**src/sflm_pkg.sv**
```systemverilog
// ----------------------------------------------------------------------------
// Segregated free list manager package
// Field widths, operation and status codes, control structs and the size
// class table shared by the controller, the datapath and the top level.
// ----------------------------------------------------------------------------
package sflm_pkg;

  // Fixed field widths of the request and response words
  localparam int SIZE_W   = 16;
  localparam int HANDLE_W = 32;
  localparam int STATUS_W = 3;
  localparam int CLASS_W  = 4;
  localparam int TOTAL_W  = 12;

  // Width of a class byte size (largest class is 1 << 19)
  localparam int CB_W = 20;

  // Operation codes
  localparam logic OP_ALLOC = 1'b0;
  localparam logic OP_FREE  = 1'b1;

  // Smallest class and the shift that places class 1 at 32 bytes
  localparam logic [CB_W-1:0]    MIN_CLASS_BYTES = 20'd24;
  localparam logic [CLASS_W:0]   CLASS_SHIFT     = 5'd4;

  typedef enum logic [STATUS_W-1:0] {
    STATUS_HIT       = 3'd0,
    STATUS_MISS      = 3'd1,
    STATUS_FREED     = 3'd2,
    STATUS_TOO_LARGE = 3'd3,
    STATUS_FULL      = 3'd4
  } status_t;

  // Commands from the controller to the datapath
  typedef struct packed {
    logic load;   // capture the accepted request word
    logic judge;  // latch the lookup outcome
    logic pop;    // read the head entry of the selected class
    logic push;   // write the handle at the tail of the selected class
    logic emit;   // load the response register
  } sflm_cmd_t;

  // Lookup status from the datapath to the controller
  typedef struct packed {
    logic pop_ok;
    logic push_ok;
  } sflm_stat_t;

  // Byte size held by a class: 24 for class 0, else 1 << (idx + 4)
  function automatic logic [CB_W-1:0] class_bytes(input logic [CLASS_W-1:0] idx);
    logic [CLASS_W:0] sh;
    logic [CB_W-1:0]  bytes;
    sh = {1'b0, idx} + CLASS_SHIFT;
    if (idx == '0) begin
      bytes = MIN_CLASS_BYTES;
    end else begin
      bytes = CB_W'(1) << sh;
    end
    return bytes;
  endfunction

endpackage

```
**src/sflm_ctrl.sv**
```systemverilog
// ----------------------------------------------------------------------------
// Segregated free list manager controller
// Sequences one request word through capture, lookup and response, and
// owns the handshake of both channels.
// ----------------------------------------------------------------------------
module sflm_ctrl (
  input  logic                 clk,
  input  logic                 rst_n,
  input  logic                 in_valid,
  output logic                 in_ready,
  output logic                 out_valid,
  input  logic                 out_ready,
  input  sflm_pkg::sflm_stat_t stat,
  output sflm_pkg::sflm_cmd_t  cmd
);

  typedef enum logic [1:0] {
    ST_IDLE,
    ST_LOOK,
    ST_DONE
  } state_t;

  state_t state_r, state_nxt;
  logic   out_valid_r, out_valid_nxt;
  logic   slot_free;

  // Response register can take a word when empty or being drained
  assign slot_free = !out_valid_r || out_ready;

  assign in_ready  = (state_r == ST_IDLE);
  assign out_valid = out_valid_r;

  // Decode commands from the current state
  always_comb begin
    cmd       = '0;
    cmd.load  = (state_r == ST_IDLE) && in_valid;
    cmd.judge = (state_r == ST_LOOK);
    cmd.pop   = (state_r == ST_LOOK) && stat.pop_ok;
    cmd.push  = (state_r == ST_LOOK) && stat.push_ok;
    cmd.emit  = (state_r == ST_DONE) && slot_free;
  end

  // Next state and response valid
  always_comb begin
    state_nxt     = state_r;
    out_valid_nxt = out_valid_r && !out_ready;
    case (state_r)
      ST_IDLE: begin
        if (in_valid) begin
          state_nxt = ST_LOOK;
        end
      end
      ST_LOOK: begin
        state_nxt = ST_DONE;
      end
      ST_DONE: begin
        if (slot_free) begin
          out_valid_nxt = 1'b1;
          state_nxt     = ST_IDLE;
        end
      end
      default: begin
        state_nxt = ST_IDLE;
      end
    endcase
  end

  // Hold state and response valid
  always_ff @(posedge clk) begin
    if (!rst_n) begin
      state_r     <= ST_IDLE;
      out_valid_r <= 1'b0;
    end else begin
      state_r     <= state_nxt;
      out_valid_r <= out_valid_nxt;
    end
  end

endmodule

```
**config.mk**
```make
export PLATFORM = sky130hd
export DESIGN_NAME = sflm_ctrl
export DESIGN_NICKNAME = d
export VERILOG_FILES = /design/src/sflm_pkg.sv /design/src/sflm_ctrl.sv
export SDC_FILE = /design/constraint.sdc
export NUM_CORES = 1
export LEC_CHECK = 0
export ABC_AREA = 1
export BUFFER_PORTS_ARGS = -buffer_cell sky130_fd_sc_hd__buf_4
export CORE_AREA = 2 2 39 41
export CTS_CLUSTER_SIZE = 8
export DETAILED_ROUTE_END_ITERATION = 16
export DIE_AREA = 0 0 41 43
export SETUP_SLACK_MARGIN = 0.4
export SYNTH_ARGS = -nofsm -noshare
export SYNTH_HDL_FRONTEND = slang
export SYNTH_SLANG_ARGS = --single-unit
```
**constraint.sdc**
```tcl
create_clock -name clk -period 1 [get_ports clk]
set_clock_uncertainty 0.2 [all_clocks]
set_input_delay 0.15 -clock clk [delete_from_list [all_inputs] [get_ports clk]]
set_output_delay 0.15 -clock clk [all_outputs]
set_load 0.005 [all_outputs]
```
==> results.cfg, run 1 <==
[cells_and_area]
seqCellArea_um2 = 66.3
stdcell_count = 62
diodes = 0
drive_gt1_share_pct = 84.8
fill_cells = 158
num-nets-final = 53
utilization_pct = 30.7
final_area_um2 = 424
syn_to_final_growth_pct = 161
multi_input_area_um2 = 111

[run_status]
violations = hold timing, setup timing
status = finished, violations left

[placement]
io_buffers = 12
pre_cts_slack_ns = -0.0356
place_congestion = 0.608
dp_cells = 53
place_hpwl_um = 332
placed_cell_area_um2 = 292

[routing]
drt-initial-drc-count = 3
post_drt_wl_per_cell_um = 7.32
via_per_inst = 3.47
antenna_left = 0
wl_um = 454
vias = 215
drc = 0
firstDrtPassIters = 3

[timing]
final_max_slew_viol_count = 0
worst_slew_pin_slew_ns = 0.122
min_period_over_period_pct = 125
rsz0062_at_grt = yes
relSlewSlack_pct = 91.8
setup_slack_ns = -0.247
hold_ws_ns = -0.0712
fmax_ghz = 0.802
fin_crit_ns = 1.25
setup_viol = 9
final_hold_viol_count = 3

[setup_path]
worst-path-max-fanout = 4
crit_path_end_kind = primary output
critPathArrivalTime_ns = 0.90
required_ns = 0.65
worst_setup_path_start_kind = flop
worstSetupPathType = flop to primary output

[power_and_ir_drop]
p_total_mw = 0.459
p_leak_nw = 0.204
max-vdd-ir-drop_v = 0.000347
p_per_area_nw_per_um2 = 1080

[clock_network]
clkTransAtPathRegs_ns = 0.04
numCtsBuffers = 3
cts_tree = built
root_buffer = clkbuf_4
htree_levels = 1
clockBufferDepth = 2
clock_latency_ns = 0.23
cts.sinks = 3

[grt]
grt.total_usage_pct = 7.82
grt_pass1_wl_um = 855
grt_overflow = 0
antenna_found_initial = 0
grt_pass1_vias = 234
grt_max_degree = 5

[yosys]
post-synth-top-count-cell = inv_1
postSynthAreaPerCell_um2 = 6.78
ys_seq_area_share_pct = 36.9
synth-seq-cells = 3
syn_nets = 30
synth.area.top_cells = dfxtp_1, inv_1, nor2_2
synth_top_area_share_pct = 36.9
syn_area_um2 = 163
synth_warnings = 0
synthTopCellsByCount = inv_1, dfxtp_1, nor2_1
synth-edff-count = 0
ys.flop_type = dfxtp_1
synth.distinct_cells = 10
async_flop_share_pct = 0
syn_inst = 24
yosys.area.top_type = dfxtp_1

[floorplan]
initial_utilization_pct = 11.8
num_rows = 14
core_um2 = 1380
fp.dieW_um = 41
ioPinCount = 13
die_h_um = 43
dieArea_um2 = 1760

[min_path]
min_path_type = primary input to flop

[run]
drv_cap = 0
power by group:
group          switching (mW)  internal, mW  leakage (nW)
clock network          0.0619         0.149        0.0150
logic                  0.0465        0.0677         0.163
registers             0.00769         0.126        0.0261
repair_timing:
| action | CTS | global route |
|---|---|---|
| setup endpoints to repair | 10 | 10 |
| resized for setup | 12 | 7 |
| endpoints found under the hold margin | 3 | 3 |
| buffers inserted | 3 | 2 |
| pin swaps | 1 | 3 |
cell type report:
class,count,area share [%]
clock buffers,4,6.19
inverters,9,9.14
repair buffers,18,38.1
well taps,16,4.72
multi-input cells,12,26.3
flip-flops and latches,3,15.6
worst paths after layout:
path	from	to	slack (ns)	cells past startpoint
min reg2reg	state_r[1]	state_r[0]	0.31	3
min	rst_n	out_valid	-0.07	2
max	state_r[1]	cmd[0]	-0.25	3
max reg2reg	state_r[0]	state_r[1]	-0.04	4
state kept, by name, summed over array words and instances (netlist names):
register	count
out_valid	1
state_r	2
logic make-up after synthesis:
kind of cell	count (synthesis)	share of synthesized area (%)
AO/OA/AOI/OAI	2	10.0
buffers and inverters	9	20.8
flip-flops	3	36.9
AND/OR/NAND/NOR	10	32.3
stage by stage:
stage	hold WS (ns)	setup TNS (ns)
3_3_place_gp	0.163	-0.0154
2_1_floorplan	0.0675	0
6_report	-0.0712	-1.61
5_1_grt	-0.0741	-2.04
4_1_cts	-0.0746	-1.59
3_5_place_dp	0.169	-0.0948
layout by cell type, fill, tap and decap left out:
cell type	count
nor3_2	2
nand2_4	2
inv_2	2
buf_6	7
o21a_1	1
clkbuf_4	3
clkbuf_1	1
a21oi_2	1
dfxtp_4	1
nor2_2	2
inv_4	2
dfxtp_2	2
inv_1	5
nand2_2	1
buf_4	11
nor2_4	3
critical path, stage by stage, from the launching register on:
cell and delay, ns:
dfxtp_2 0.33, inv_4 0.05, nor3_2 0.16, buf_4 0.13
per-layer routing:
metal  part of all wire [%]  up-vias  track usage (%)
met1                     30       99             6.39
met5                      0        -                0
met3                    4.8        0             3.14
li1                       -      110                -
met2                     65        6             11.6
met4                      0        0             10.0
Power figures use the tool's default switching activity.
==> run 2: changes to the inputs <==
- TNS_END_PERCENT: unset -> 5
==> run 2 against run 1 <==
The flow still finishes with violations (hold timing, setup timing). Critical path depth rose by 1. Core utilization fell by 1.9 points. Global-route usage fell by 0.50 points. Flip-flop and latch count did not move. Sequential share of layout area rose by 0.72 points. Non-clock buffer count fell by 1. Routed wire length rose by 12%. Clock power rose by 7%. Fmax fell by 1.9%.
==> results.cfg, run 2 (same netlist as run 1, synthesis figures left out) <==
[floorplan]
dieArea_um2 = 1760
die_h_um = 43
fp.dieW_um = 41
ioPinCount = 13
core_um2 = 1380
initial_utilization_pct = 11.8
num_rows = 14

[cells_and_area]
syn_to_final_growth_pct = 145
diodes = 0
num-nets-final = 52
top_register = state_r
utilization_pct = 28.8
largest_reg_flops = 2
stdcell_count = 61
drive_gt1_share_pct = 75.6
final_common_cell = buf_4
layout.cells.most_common_list = buf_4, inv_1, nor2_4, clkbuf_4, buf_6
fill_cells = 155

[routing]
post_drt_wl_per_cell_um = 8.36
drc = 0
wl_um = 510
antenna_left = 0
drt-initial-drc-count = 0
via_per_inst = 3.51
vias = 214
firstDrtPassIters = 1

[setup_path]
cpLargestDelayFamily = flip-flops
path_buf_inv = 2
crit_slowest_cell = dfxtp_4
worstSetupPathType = flop to primary output
worst_setup_path_start_kind = flop
worstPathCellList = inv_4 > nand2_4 > nor2_4 > buf_6
slowest_delay_ns = 0.36
critPathArrivalTime_ns = 0.92
crit_path_end_kind = primary output
worst-path-max-fanout = 4
required_ns = 0.65

[grt]
grt_pass1_vias = 166
antenna_found_initial = 0
grt_pass1_wl_um = 724
grt.total_usage_pct = 7.31
grt_overflow = 0
grt_max_degree = 5

[timing]
setup_slack_ns = -0.270
fin_crit_ns = 1.27
min_period_over_period_pct = 127
final_hold_viol_count = 2
worst_slew_pin_slew_ns = 0.128
hold_ws_ns = -0.0794
setup_viol = 9
rsz0062_at_grt = yes
final_max_slew_viol_count = 0
fmax_ghz = 0.787
relSlewSlack_pct = 91.4

[power_and_ir_drop]
p_leak_nw = 0.198
p_per_area_nw_per_um2 = 1190
max-vdd-ir-drop_v = 0.000468

[placement]
place_congestion = 0.654
place_hpwl_um = 308
dp_cells = 55
io_buffers = 12

[clock_network]
clockBufferDepth = 2
cts_tree = built
htree_levels = 1
cts.sinks = 3
numCtsBuffers = 3
clock_latency_ns = 0.24
root_buffer = clkbuf_4
clkTransAtPathRegs_ns = 0.04

[run_status]
status = finished, violations left
violations = hold timing, setup timing

[min_path]
min_path_type = primary input to flop

[run]
drv_cap = 0
-- run 2: changes by cell type in the layout (fill, tap and decap cells not counted), sizes merged --
cell and delta:
buf -1
-- run 2: where the power goes --
part / leakage (nW) / total [mW] / internal [mW] / switching, mW
Clock: 0.0150 / 0.226 / 0.150 / 0.0758
Sequential: 0.0256 / 0.134 / 0.126 / 0.00798
Combinational: 0.157 / 0.114 / 0.0676 / 0.0464
Total: 0.198 / 0.474 / 0.344 / 0.130
-- run 2: what timing repair did --
action	4_1_cts	5_1_grt
setup endpoints to repair	10	10
resized for setup	4	14
setup buffers	0	2
endpoints found under the hold margin	3	3
pin swaps	0	2
-- run 2: metal layers --
layer  share of wire (%)  track usage (%)
met5                   0                0
met4                 2.7             6.00
met3                  15             10.5
met2                  48             7.81
met1                  34             6.07
-- run 2: through the flow --
step / hold WS (ns) / instance area [um^2] / TNS (ns) / setup WS (ns) / total power, mW
after floorplan: 0.0676 / 164 / 0 / 0.0878 / 0.162
after global placement: 0.164 / 297 / -0.0524 / -0.0258 / 0.212
after detailed placement: 0.169 / 297 / -0.0780 / -0.0352 / 0.213
after CTS: -0.0870 / 333 / -1.74 / -0.290 / 0.453
after global routing: -0.0845 / 398 / -2.11 / -0.322 / 0.507
final: -0.0794 / 398 / -1.64 / -0.270 / 0.474
-- run 2: worst reg2reg max path, cell delays in order, from the launching register on --
cell	delay, ns
dfxtp_2	0.33
inv_4	0.05
buf_4	0.13
nor2_4	0.07
nand2_1	0.07
a21oi_2	0.10
-- run 2: final timing paths --
check	from	endpoint	slack, ns	depth (start not counted)
worst max-delay path	state_r[0]	cmd[4]	-0.27	4
worst max register to register	state_r[1]	state_r[1]	-0.02	5
worst min register to register	out_valid	state_r[1]	0.39	4
worst min-delay path	rst_n	out_valid	-0.08	2
-- run 2: layout make-up --
type | count | area, um^2 | area share (%)
timing repair buffer | 17 | 139 | 34.9
multi-input combinational | 12 | 109 | 27.4
sequential | 3 | 65.1 | 16.4
inverter | 9 | 38.8 | 9.75
clock buffer | 4 | 26.3 | 6.60
tap | 16 | 20.0 | 5.03
==> run 3: changes to the inputs <==
- REMOVE_ABC_BUFFERS: unset -> 1
- TNS_END_PERCENT: 5 -> 10
==> run 3 against run 2 <==
The run still ends with hold timing, setup timing left. Total power shrank 6.6%. Hold slack improved by 0.0099 ns. Core utilization is 3.3 points lower. Largest power group unchanged.
==> results.cfg, run 3 (same netlist as run 1, synthesis figures left out) <==
[floorplan]
die_h_um = 43
initial_utilization_pct = 11.8
core_um2 = 1380
dieArea_um2 = 1760
num_rows = 14
fp.dieW_um = 41
ioPinCount = 13

[clock_network]
clockBufferDepth = 2
clock_latency_ns = 0.24
clkTransAtPathRegs_ns = 0.04
cts_tree = built
cts.sinks = 3
numCtsBuffers = 3
cts_setup_buffers = 0
htree_levels = 1
root_buffer = clkbuf_4

[cells_and_area]
syn_to_final_growth_pct = 117
final_area_um2 = 353
top_register = state_r
layout.cells.most_common_list = buf_4, inv_1, nor2_2
num-nets-final = 50
drive_gt1_share_pct = 76.7
stdcell_count = 59
largest_reg_flops = 2
final_common_cell = buf_4
diodes = 0

[grt]
antenna_found_initial = 0
grt.total_usage_pct = 7.01
grt_pass1_wl_um = 731
grt_max_degree = 5
grt_pass1_vias = 187
grt_overflow = 0

[setup_path]
critPathArrivalTime_ns = 0.91
worstSetupPathType = flop to primary output
crit_path_end_kind = primary output
worst-path-max-fanout = 4
worst_setup_path_start_kind = flop
required_ns = 0.65

[placement]
dp_cells = 55
pre_cts_slack_ns = -0.0760
io_buffers = 12
placed_cell_area_um2 = 295
place_hpwl_um = 290
place_congestion = 0.641

[routing]
drc = 0
vias = 196
wl_um = 439
drt-initial-drc-count = 1
antenna_left = 0
firstDrtPassIters = 2
post_drt_wl_per_cell_um = 7.44
via_per_inst = 3.32

[timing]
hold_ws_ns = -0.0696
fmax_ghz = 0.796
relSlewSlack_pct = 90.5
rsz0062_at_grt = yes
fin_crit_ns = 1.26
setup_slack_ns = -0.257
worst_slew_pin_slew_ns = 0.142
final_hold_viol_count = 3
min_period_over_period_pct = 126
setup_viol = 9
final_max_slew_viol_count = 0

[power_and_ir_drop]
max-vdd-ir-drop_v = 0.000444
p_per_area_nw_per_um2 = 1250
p_leak_nw = 0.180
p_total_mw = 0.443

[min_path]
min_path_type = primary input to flop

[run_status]
violations = hold timing, setup timing
status = finished, violations left

[run]
drv_cap = 0
[run 3: metal layers]
metal	GRT usage, %	wire length [um]	vias to the layer above
met4	6.00	0	0
met2	7.81	201	10
met3	7.85	62	0
li1	-	-	105
met5	0	0	-
met1	6.69	175	81
[run 3: power by group]
group          internal [mW]  switching, mW  total (mW)
Combinational         0.0517         0.0356      0.0873
Sequential             0.126        0.00657       0.132
Clock                  0.150         0.0726       0.223
[run 3: through the flow]
stage / hold slack, ns / setup TNS [ns] / utilization [%]
finish: -0.0696 / -1.63 / 25.5
global route: -0.0678 / -2.14 / 25.5
CTS: -0.0729 / -1.78 / 24.5
detailed placement: 0.168 / -0.325 / 21.3
global placement: 0.168 / -0.264 / 21.3
floorplan: 0.0676 / 0 / -
[run 3: worst paths after layout]
kind                                 start         end  slack (ns)  cells past startpoint
worst max-delay path            state_r[1]      cmd[0]       -0.26                      3
worst min-delay path                 rst_n   out_valid       -0.07                      2
worst max register to register  state_r[1]  state_r[1]       -0.03                      5
worst min register to register  state_r[1]  state_r[0]        0.35                      3
[run 3: final cells by class]
cell class / count / area (um^2)
tap: 16 / 20.0
fill: 164 / 1030
timing repair buffer: 15 / 120
multi-input combinational: 12 / 83.8
inverter: 9 / 36.3
sequential: 3 / 66.3
clock buffer: 4 / 26.3
[run 3: worst max-delay path: stages (launching register included)]
cell and delay (ns):
dfxtp_2 0.33, inv_4 0.05, nor3_2 0.16, buf_4 0.13
[run 3: repair_timing]
| action | in CTS | in global routing |
|---|---|---|
| resized for setup | 7 | 7 |
| endpoints found under the hold margin | 3 | 1 |
| pin swaps | 0 | 1 |
| setup endpoints to repair | 10 | 10 |
